===== config.mk =====
export PLATFORM = sky130hd
export DESIGN_NAME = sprite_quad_transform_batcher_unit
export DESIGN_NICKNAME = d
export VERILOG_FILES = /design/src/rtl/sqtb_pkg.sv /design/src/rtl/sqtb_cordic.sv /design/src/rtl/sprite_quad_transform_batcher_unit.sv
export SDC_FILE = /design/constraint.sdc
export NUM_CORES = 2
export LEC_CHECK = 0
export BUFFER_PORTS_ARGS = -buffer_cell sky130_fd_sc_hd__buf_2
export CORE_UTILIZATION = 47
export CTS_CLUSTER_DIAMETER = 50
export CTS_CLUSTER_SIZE = 20
export DETAILED_ROUTE_END_ITERATION = 10
export PLACE_DENSITY_LB_ADDON = 0.05
export SYNTH_ARGS = -nofsm -noshare
export SYNTH_HDL_FRONTEND = slang
export SYNTH_HIERARCHICAL = 1
export SYNTH_SLANG_ARGS = --single-unit

===== constraint.sdc =====
create_clock -name clk_i -period 18.7 [get_ports clk_i]
set_clock_uncertainty 0.2 [all_clocks]
set_input_delay 0.935 -clock clk_i [delete_from_list [all_inputs] [get_ports clk_i]]
set_output_delay 0.935 -clock clk_i [all_outputs]
set_load 0.005 [all_outputs]

===== src/rtl/sqtb_pkg.sv =====
`default_nettype none
package sqtb_pkg;

  localparam int unsigned CoordBitsDef   = 16;
  localparam int unsigned TextureBitsDef = 16;
  localparam int unsigned AngleBitsDef   = 16;
  localparam int unsigned CordicSteps    = 24;

  localparam logic KIND_DRAW  = 1'b0;
  localparam logic KIND_FLUSH = 1'b1;
  localparam logic REC_VERTEX = 1'b0;
  localparam logic REC_CLOSE  = 1'b1;

  typedef struct packed {
    logic        kind;
    logic [15:0] texture_id;
    logic [31:0] color;
    logic [31:0] size_xy;
    logic [63:0] tex_rect;
    logic [31:0] origin_xy;
    logic [31:0] position_xy;
    logic [31:0] scale_xy;
    logic [15:0] angle;
  } in_item_t;

  typedef struct packed {
    logic               record_type;
    logic signed [15:0] out_x;
    logic signed [15:0] out_y;
    logic [15:0]        tex_u;
    logic [15:0]        tex_v;
    logic [31:0]        vertex_color;
    logic [15:0]        tex_handle;
    logic [15:0]        batch_vertices;
    logic               last;
  } out_item_t;

  // Arctangent of 2^-i in units of 2^-32 turn
  function automatic logic [29:0] atan_turn(input logic [4:0] i);
    logic [29:0] r;
    case (i)
      5'd0:  r = 30'd536870912;
      5'd1:  r = 30'd316933406;
      5'd2:  r = 30'd167458907;
      5'd3:  r = 30'd85004756;
      5'd4:  r = 30'd42667331;
      5'd5:  r = 30'd21354465;
      5'd6:  r = 30'd10679838;
      5'd7:  r = 30'd5340245;
      5'd8:  r = 30'd2670163;
      5'd9:  r = 30'd1335087;
      5'd10: r = 30'd667544;
      5'd11: r = 30'd333772;
      5'd12: r = 30'd166886;
      5'd13: r = 30'd83443;
      5'd14: r = 30'd41722;
      5'd15: r = 30'd20861;
      5'd16: r = 30'd10430;
      5'd17: r = 30'd5215;
      5'd18: r = 30'd2608;
      5'd19: r = 30'd1304;
      5'd20: r = 30'd652;
      5'd21: r = 30'd326;
      5'd22: r = 30'd163;
      5'd23: r = 30'd81;
      default: r = 30'd0;
    endcase
    return r;
  endfunction

endpackage
`default_nettype wire


===== src/rtl/sqtb_cordic.sv =====
`default_nettype none
module sqtb_cordic import sqtb_pkg::*; #(
  parameter int unsigned AngleBits = AngleBitsDef
) (
  input  wire logic                     clk_i,
  input  wire logic                     rst_ni,
  input  wire logic                     start_i,
  input  wire logic [15:0]              angle_i,
  output logic                          done_o,
  output logic signed [15:0]            cos_o,
  output logic signed [15:0]            sin_o
);

  // Keep only the top angle bits of the turn
  localparam int unsigned AngleKeep = (AngleBits < 16) ? AngleBits : 16;
  localparam logic [15:0] AngleMask = 16'(~((32'd1 << (16 - AngleKeep)) - 32'd1));

  logic               busy_q;
  logic [4:0]         step_q;
  logic               flip_q;
  logic signed [33:0] x_q, y_q;
  logic signed [33:0] z_q;
  logic               done_q;
  logic signed [15:0] cos_q, sin_q;

  logic [31:0] th;
  logic [31:0] th_f;
  logic        flip_d;
  logic signed [33:0] xs, ys, at;
  logic signed [33:0] x_n, y_n;

  // Round Q30 to Q14 half up, clamp to unit
  function automatic logic signed [15:0] to_q14(input logic signed [33:0] v,
                                                input logic neg);
    logic signed [33:0] r;
    logic signed [15:0] c;
    r = (v + 34'sd32768) >>> 16;
    if (r > 34'sd16384) c = 16'sd16384;
    else if (r < -34'sd16384) c = -16'sd16384;
    else c = r[15:0];
    return neg ? -c : c;
  endfunction

  always_comb begin
    th = {angle_i & AngleMask, 16'h0000};
    flip_d = ((th - 32'h4000_0000) < 32'h8000_0000);
    th_f = flip_d ? (th - 32'h8000_0000) : th;
    xs = x_q >>> step_q;
    ys = y_q >>> step_q;
    at = {4'd0, atan_turn(step_q)};
    x_n = (z_q >= 0) ? x_q - ys : x_q + ys;
    y_n = (z_q >= 0) ? y_q + xs : y_q - xs;
  end

  // Iterate one rotation per cycle
  always_ff @(posedge clk_i or negedge rst_ni) begin
    if (!rst_ni) begin
      busy_q <= 1'b0;
      step_q <= '0;
      done_q <= 1'b0;
      flip_q <= 1'b0;
      x_q    <= '0;
      y_q    <= '0;
      z_q    <= '0;
      cos_q  <= '0;
      sin_q  <= '0;
    end else begin
      done_q <= 1'b0;
      if (start_i) begin
        busy_q <= 1'b1;
        step_q <= '0;
        flip_q <= flip_d;
        x_q <= 34'sd652032874;
        y_q <= '0;
        z_q <= {{2{th_f[31]}}, th_f};
      end else if (busy_q) begin
        x_q <= x_n;
        y_q <= y_n;
        z_q <= (z_q >= 0) ? z_q - at : z_q + at;
        if (step_q == 5'(CordicSteps - 1)) begin
          busy_q <= 1'b0;
          done_q <= 1'b1;
          cos_q  <= to_q14(x_n, flip_q);
          sin_q  <= to_q14(y_n, flip_q);
        end
        step_q <= step_q + 5'd1;
      end
    end
  end

  assign done_o = done_q;
  assign cos_o  = cos_q;
  assign sin_o  = sin_q;

endmodule
`default_nettype wire


===== src/rtl/sprite_quad_transform_batcher_unit.sv =====
`default_nettype none
// Sprite quad transform batcher.
// Input channel in_valid_i/in_stall_o carries one in_item_t per transfer:
// a sprite draw or a flush of the open batch. Output channel
// out_valid_o/out_stall_i carries out_item_t records: an optional
// batch-closed record, then four corner vertices for a draw; last marks
// the final record of each input item. A flush of an empty batch gives
// no record.
// A draw runs the CORDIC (start, 24 iterations, handoff), then for each
// corner the shared multiplier (four products of two passes each, then
// the output load). The next draw is taken once the fourth vertex is
// loaded. A flush ends in the idle state, or goes through the close
// state when it closes a batch.
// The input is stalled while an item is in work. When the receiver
// stalls, the record holds in the output register and the sequencer
// waits until the register is free. Reset clears the open batch (no
// texture, count zero) and empties the output register.
module sprite_quad_transform_batcher_unit import sqtb_pkg::*; #(
  parameter int unsigned TextureBits = TextureBitsDef,
  parameter int unsigned AngleBits   = AngleBitsDef
) (
  input  wire logic      clk_i,
  input  wire logic      rst_ni,
  input  wire logic      in_valid_i,
  output logic           in_stall_o,
  input  wire in_item_t  in_data_i,
  output logic           out_valid_o,
  input  wire logic      out_stall_i,
  output out_item_t      out_data_o
);

  // Texture handles compare on their low bits only
  localparam int unsigned TexKeep = (TextureBits < 16) ? TextureBits : 16;
  localparam logic [15:0] TexMask = 16'((32'd1 << TexKeep) - 32'd1);

  typedef enum logic [2:0] {
    S_IDLE, S_CLOSE, S_TRIG, S_MUL, S_ACC, S_EMIT
  } state_e;

  state_e      state_q;
  in_item_t    item_q;
  logic [15:0] open_tex_q;
  logic        open_valid_q;
  logic [15:0] open_count_q;
  logic [1:0]  corner_q;
  logic [1:0]  phase_q;
  logic signed [15:0] cos_q, sin_q;
  logic signed [49:0] ax_q, ay_q;
  logic signed [31:0] prod_q;
  logic        out_valid_q;
  out_item_t   out_q;

  logic        cordic_start;
  logic        cordic_done;
  logic signed [15:0] c_cos, c_sin;
  logic [15:0] tex_in;
  logic        out_free;
  logic        out_load;

  // Corner geometry and the shared multiplier
  logic signed [17:0] dx, dy;
  logic signed [15:0] mul_a;
  logic signed [17:0] mul_b;
  logic signed [15:0] trig_a;
  logic signed [31:0] mult_a;
  logic signed [17:0] mult_b;
  logic signed [49:0] mult_p;
  logic [15:0] w, h, cx, cy;
  logic signed [49:0] rx, ry;
  logic signed [34:0] fx, fy;
  logic [15:0] cu, cv;
  out_item_t   close_rec;
  out_item_t   vert_rec;

  sqtb_cordic #(.AngleBits(AngleBits)) u_cordic (
    .clk_i   (clk_i),
    .rst_ni  (rst_ni),
    .start_i (cordic_start),
    .angle_i (item_q.angle),
    .done_o  (cordic_done),
    .cos_o   (c_cos),
    .sin_o   (c_sin)
  );

  assign tex_in       = in_data_i.texture_id & TexMask;
  assign out_free     = !out_valid_q || !out_stall_i;
  assign out_load     = out_free && ((state_q == S_CLOSE) || (state_q == S_EMIT));
  assign cordic_start = (state_q == S_TRIG) && (phase_q == 2'd0);

  function automatic logic [15:0] sat_c(input logic signed [34:0] v);
    logic signed [34:0] hi, lo;
    logic signed [15:0] r;
    hi = 35'sd1 <<< (CoordBitsDef - 1);
    hi = hi - 35'sd1;
    lo = -hi - 35'sd1;
    if (v > hi) r = 16'(hi);
    else if (v < lo) r = 16'(lo);
    else r = v[15:0];
    return r;
  endfunction

  always_comb begin
    w  = item_q.size_xy[31:16];
    h  = item_q.size_xy[15:0];
    cx = (corner_q == 2'd1 || corner_q == 2'd2) ? w : 16'd0;
    cy = (corner_q == 2'd2 || corner_q == 2'd3) ? h : 16'd0;
    dx = $signed({2'b00, cx}) - 18'(signed'(item_q.origin_xy[31:16]));
    dy = $signed({2'b00, cy}) - 18'(signed'(item_q.origin_xy[15:0]));
    cu = (corner_q == 2'd1 || corner_q == 2'd2) ? item_q.tex_rect[31:16]
                                                : item_q.tex_rect[63:48];
    cv = (corner_q == 2'd2 || corner_q == 2'd3) ? item_q.tex_rect[15:0]
                                                : item_q.tex_rect[47:32];
    // phase 0: sx*cos*dx  1: sy*sin*dy  2: sx*sin*dx  3: sy*cos*dy
    case (phase_q)
      2'd0: begin mul_a = signed'(item_q.scale_xy[31:16]); trig_a = cos_q; end
      2'd1: begin mul_a = signed'(item_q.scale_xy[15:0]);  trig_a = sin_q; end
      2'd2: begin mul_a = signed'(item_q.scale_xy[31:16]); trig_a = sin_q; end
      default: begin mul_a = signed'(item_q.scale_xy[15:0]); trig_a = cos_q; end
    endcase
    mul_b = phase_q[0] ? dy : dx;
    // first pass scale times trig, second pass that product times delta
    mult_a = (state_q == S_MUL) ? 32'(mul_a) : prod_q;
    mult_b = (state_q == S_MUL) ? 18'(trig_a) : mul_b;
    mult_p = 50'(mult_a) * 50'(mult_b);
    rx = (ax_q + 50'sd33554432) >>> 26;
    ry = (ay_q + 50'sd33554432) >>> 26;
    fx = 35'(rx) + 35'(signed'(item_q.position_xy[31:16]));
    fy = 35'(ry) + 35'(signed'(item_q.position_xy[15:0]));
  end

  // Build the batch-closed and vertex records
  always_comb begin
    close_rec = '0;
    close_rec.record_type    = REC_CLOSE;
    close_rec.tex_handle     = open_tex_q;
    close_rec.batch_vertices = open_count_q;
    close_rec.last           = (item_q.kind == KIND_FLUSH);
    vert_rec = '0;
    vert_rec.record_type  = REC_VERTEX;
    vert_rec.out_x        = sat_c(fx);
    vert_rec.out_y        = sat_c(fy);
    vert_rec.tex_u        = cu;
    vert_rec.tex_v        = cv;
    vert_rec.vertex_color = item_q.color;
    vert_rec.tex_handle   = open_tex_q;
    vert_rec.last         = (corner_q == 2'd3);
  end

  // Sequencer with output register
  always_ff @(posedge clk_i or negedge rst_ni) begin
    if (!rst_ni) begin
      state_q      <= S_IDLE;
      item_q       <= '0;
      open_tex_q   <= '0;
      open_valid_q <= 1'b0;
      open_count_q <= '0;
      out_valid_q  <= 1'b0;
      out_q        <= '0;
      corner_q     <= '0;
      phase_q      <= '0;
      cos_q        <= '0;
      sin_q        <= '0;
      ax_q         <= '0;
      ay_q         <= '0;
      prod_q       <= '0;
    end else begin
      // Load a record, or drop the one just taken
      if (out_load) begin
        out_valid_q <= 1'b1;
        out_q       <= (state_q == S_CLOSE) ? close_rec : vert_rec;
      end else if (!out_stall_i) begin
        out_valid_q <= 1'b0;
      end
      case (state_q)
        S_IDLE: begin
          if (in_valid_i) begin
            item_q  <= in_data_i;
            phase_q <= '0;
            if (in_data_i.kind == KIND_FLUSH) begin
              open_valid_q <= 1'b0;
              if (open_count_q != 16'd0) state_q <= S_CLOSE;
              else open_tex_q <= '0;
            end else if (!open_valid_q || open_tex_q != tex_in) begin
              if (open_count_q != 16'd0) state_q <= S_CLOSE;
              else begin
                state_q      <= S_TRIG;
                open_tex_q   <= tex_in;
                open_valid_q <= 1'b1;
                open_count_q <= 16'd4;
              end
            end else begin
              state_q      <= S_TRIG;
              open_count_q <= (open_count_q > 16'd65531) ? 16'hFFFF
                                                         : open_count_q + 16'd4;
            end
          end
        end
        S_CLOSE: begin
          if (out_free) begin
            if (item_q.kind == KIND_FLUSH) begin
              open_tex_q   <= '0;
              open_count_q <= '0;
              state_q      <= S_IDLE;
            end else begin
              open_tex_q   <= item_q.texture_id & TexMask;
              open_valid_q <= 1'b1;
              open_count_q <= 16'd4;
              state_q      <= S_TRIG;
              phase_q      <= '0;
            end
          end
        end
        S_TRIG: begin
          if (cordic_done) begin
            cos_q    <= c_cos;
            sin_q    <= c_sin;
            corner_q <= '0;
            phase_q  <= '0;
            ax_q     <= '0;
            ay_q     <= '0;
            state_q  <= S_MUL;
          end else begin
            phase_q <= 2'd1;
          end
        end
        S_MUL: begin
          prod_q  <= 32'(mult_p);
          state_q <= S_ACC;
        end
        S_ACC: begin
          // accumulate the term exactly
          case (phase_q)
            2'd0:    ax_q <= ax_q + mult_p;
            2'd1:    ax_q <= ax_q - mult_p;
            default: ay_q <= ay_q + mult_p;
          endcase
          if (phase_q == 2'd3) state_q <= S_EMIT;
          else begin
            phase_q <= phase_q + 2'd1;
            state_q <= S_MUL;
          end
        end
        S_EMIT: begin
          if (out_free) begin
            if (corner_q == 2'd3) state_q <= S_IDLE;
            else begin
              corner_q <= corner_q + 2'd1;
              phase_q  <= '0;
              ax_q     <= '0;
              ay_q     <= '0;
              state_q  <= S_MUL;
            end
          end
        end
        default: state_q <= S_IDLE;
      endcase
    end
  end

  assign in_stall_o  = (state_q != S_IDLE);
  assign out_valid_o = out_valid_q;
  assign out_data_o  = out_q;

`ifndef SYNTH
  a_close_has_count: assert property (@(posedge clk_i) disable iff (!rst_ni)
    out_valid_o && out_data_o.record_type == REC_CLOSE
      |-> out_data_o.batch_vertices != 16'd0) else $error("empty batch closed");
  a_stall_busy: assert property (@(posedge clk_i) disable iff (!rst_ni)
    (state_q == S_MUL) |-> in_stall_o) else $error("input open in work");
  a_hold: assert property (@(posedge clk_i) disable iff (!rst_ni)
    out_valid_o && out_stall_i |=> out_valid_o) else $error("record dropped");
  a_stable: assert property (@(posedge clk_i) disable iff (!rst_ni)
    out_valid_o && out_stall_i |=> $stable(out_data_o)) else $error("record changed");
`endif

endmodule
`default_nettype wire


==> flow_summary.json <==
{
  "status": "complete, no violations",
  "clkSlewWorstSetupHoldPaths_ns": 0.08,
  "r2r_cells": 49,
  "grt_max_degree": 169,
  "hold_violations": 0,
  "rr_endpoint": "ax_q[49]$_DFFE_PN0P_",
  "grt_overflow": 0,
  "synthCells": 8568,
  "fp.dieH_um": 403,
  "whs_ns": 0.151,
  "place_congestion": 0.963,
  "fillers": 15100,
  "syn_to_final_growth_pct": 10.5,
  "drv_slew": 0,
  "min_path_type": "in2reg",
  "tightest_slew_ns": 1.22,
  "ys_seq_area_frac": 0.242,
  "final.setup.tns_ns": 0,
  "cts_resized": 0,
  "numPortBuffers": 392,
  "crit_path_frequent_cell": "fa_1",
  "synth_nets": 9818,
  "layout-drive-gt1-share": 0.139,
  "ant_nets": 0,
  "finalSetupViolations": 0,
  "clkLatencyLatePin_ns": 0.79,
  "critPathArrivalTime_ns": 15.29,
  "grt_pass1_wl_um": 387000,
  "slowest_stage": "ha_2",
  "dieArea_mm2": 0.163,
  "finalCriticalPeriod_ns": 14.87,
  "first_global_vias": 64000,
  "numCtsBuffers": 109,
  "nNetsFinal": 9999,
  "worstHoldEndpoint": "item_q[103]$_DFFE_PN0P_",
  "rows": 146,
  "relSlewSlack": 0.179,
  "initial_core_util": 0.476,
  "mappedNetlistArea_mm2": 0.0758,
  "die_w_um": 403,
  "viasPerCell": 5.88,
  "fin_util": 0.526,
  "async_flop_share": 1.00,
  "dpl.hpwl_um": 197000,
  "path_class": "reg2reg",
  "antenna_found_initial": 36,
  "hold_depth": 3,
  "post-route-period-util": 0.795,
  "root_buffer": "clkbuf_16",
  "synth-edff-count": 0,
  "ys_types": 113,
  "r2r_slack_ns": 3.83,
  "hp-start": "in_data_i[103]",
  "fmax_mhz": 67.3,
  "seq_area_mm2": 0.0183,
  "drv_cap": 0,
  "synth_area_per_cell_um2": 8.84,
  "crit_buf_inv": 5,
  "numClockSinks": 732,
  "drc": 0,
  "ys.flop_type": "dfrtp_1",
  "required_ns": 19.12,
  "cts_setup_buffers": 0,
  "multi_input_comb_area_mm2": 0.0529,
  "htreeDepth": 3,
  "yosys_warnings": 6,
  "drtPass1Iterations": 8,
  "dr_total_vias": 64700,
  "clock_path_buffers": 3,
  "ios": 393,
  "core_mm2": 0.159,
  "rr_startpoint": "corner_q[0]$_DFFE_PN0P_",
  "detail_route.wl_per_cell_um": 22.9,
  "cp_top_family": "adder cells",
  "cts_tree": "done",
  "crit_path_start_kind": "register",
  "grt_usage": 0.307,
  "ys_ff_latch": 732,
  "end_kind": "register",
  "wl_um": 252000,
  "path_max_fanout": 33,
  "crit_path_max_incr_delay_ns": 0.97,
  "first_iter_violations": 4903,
  "rsz0062_at_grt": "no"
}
metal layers:
layer / up-vias / GRT usage / wire, um / part of all wire
met5: - / 0 / 8 / 0.000032
li1: 30000 / - / - / -
met1: 32400 / 0.409 / 108000 / 0.43
met4: 2 / 0.111 / 9570 / 0.038
met3: 468 / 0.0360 / 12500 / 0.050
met2: 1894 / 0.512 / 122000 / 0.48
registers in the layout, summed over array words and instances (netlist names), 2 cells and up:
signal / count
item_q: 240
out_data_o: 129
ax_q: 50
ay_q: 50
u_cordic/x_q: 34
u_cordic/y_q: 34
u_cordic/z_q: 34
prod_q: 32
cos_q: 16
h: 16
open_tex_q: 16
sin_q: 16
u_cordic/cos_o: 16
u_cordic/sin_o: 16
open_count_q: 15
u_cordic/step_q: 5
state_q: 3
corner_q: 2
phase_q: 2
worst max-delay path by stage:
| stage | start | end | cells past startpoint |
|---|---|---|---|
| after floorplan | corner_q[0]$_DFFE_PN0P_ | ax_q[49]$_DFFE_PN0P_ | 54 |
| after CTS | corner_q[0]$_DFFE_PN0P_ | ax_q[49]$_DFFE_PN0P_ | 49 |
| after global routing | corner_q[0]$_DFFE_PN0P_ | ax_q[49]$_DFFE_PN0P_ | 50 |
| after global placement | corner_q[0]$_DFFE_PN0P_ | ax_q[49]$_DFFE_PN0P_ | 49 |
| final | corner_q[0]$_DFFE_PN0P_ | ax_q[49]$_DFFE_PN0P_ | 49 |
| after detailed placement | corner_q[0]$_DFFE_PN0P_ | ax_q[49]$_DFFE_PN0P_ | 49 |
kinds of logic after synthesis:
logic type | share of synthesized area
simple gates | 0.164
compound gates | 0.163
buf+inv | 0.0615
fa+ha+maj | 0.219
flops | 0.242
mux | 0.0933
xor+xnor | 0.0575
repair_timing:
item | in CTS | in global routing
hold buffers | 1 | 0
setup endpoints to repair | 0 | 0
hold endpoints to repair | 79 | 0
cells in the final DEF (no fill, tap or decap), types with 59 or more instances in the layout:
master     Yosys  layout
nand2_1     1144    1143
inv_1        747     747
dfrtp_1      732     724
nor2_1       663     659
fa_1         563     563
o21ai_0      493     490
ha_1         426     424
a21oi_1      398     394
buf_2         31     391
xnor2_1      341     341
mux2_2       299     299
mux2i_1      200     198
xor2_1       156     156
a21o_1       153     153
nand3_1      128     126
buf_4         11     115
nor3_1       111     110
clkbuf_16      0     110
and2_1       105     103
nor2b_1       96      96
nand2b_1      84      83
nand4_1       76      76
o21a_1        72      72
a211oi_1      71      70
a31oi_1       69      66
o31ai_1       66      66
o211ai_1      63      63
mux4_2        61      61
and3_1        59      59
worst min-delay path, delay by kind of cell:
kind                   cells  cell delay, ns
and+or+nand+nor            1            0.04
AOI/OAI and AO/OA          1            0.06
buffers and inverters      1            0.08
Yosys cell counts, drive strengths merged, types with 36 or more instances:
cell type,n,area [um^2]
nor2b,96,601
o211ai,64,485
a31oi,72,478
dfrtp,732,18300
nor3,112,572
nand2,1144,4290
mux2i,200,2000
o21bai,42,315
xnor2,341,2990
a211oi,73,558
inv,751,2820
mux2,303,3430
or2,44,275
a21oi,401,2020
ha,426,5330
a21o,154,1160
a221o,44,444
buf,96,533
o21a,73,549
or3,42,263
o31ai,67,508
fa,563,11300
nand3,129,651
clkbuf,344,1290
nor2,665,2500
and2,106,666
a22oi,36,284
nand4,76,475
mux4,71,1640
xor2,156,1370
o21ai,513,2570
nand2b,84,526
and3,60,377
metrics by stage:
| stage | setup slack, ns | std cells | instance area, um^2 |
|---|---|---|---|
| after floorplan | 5.69 | 8568 | 75800 |
| after global placement | 4.13 | 10800 | 79700 |
| after detailed placement | 3.90 | 10800 | 79700 |
| after CTS | 3.87 | 11000 | 83600 |
| after global routing | 2.93 | 11000 | 83700 |
| final | 3.83 | 11000 | 83700 |
area by class of cell:
cell class	instances	share of cell area
multi-input combinational	6642	0.633
sequential	732	0.219
timing repair buffer	511	0.0347
clock buffer	120	0.0342
inverter	753	0.0338
tap	2146	0.0321
clock inverter	87	0.0131
antenna	14	0.000419
Power is left out: the tool's default activity adds up to more than one toggle a clock period on the data nets, which glitch-free logic cannot reach.
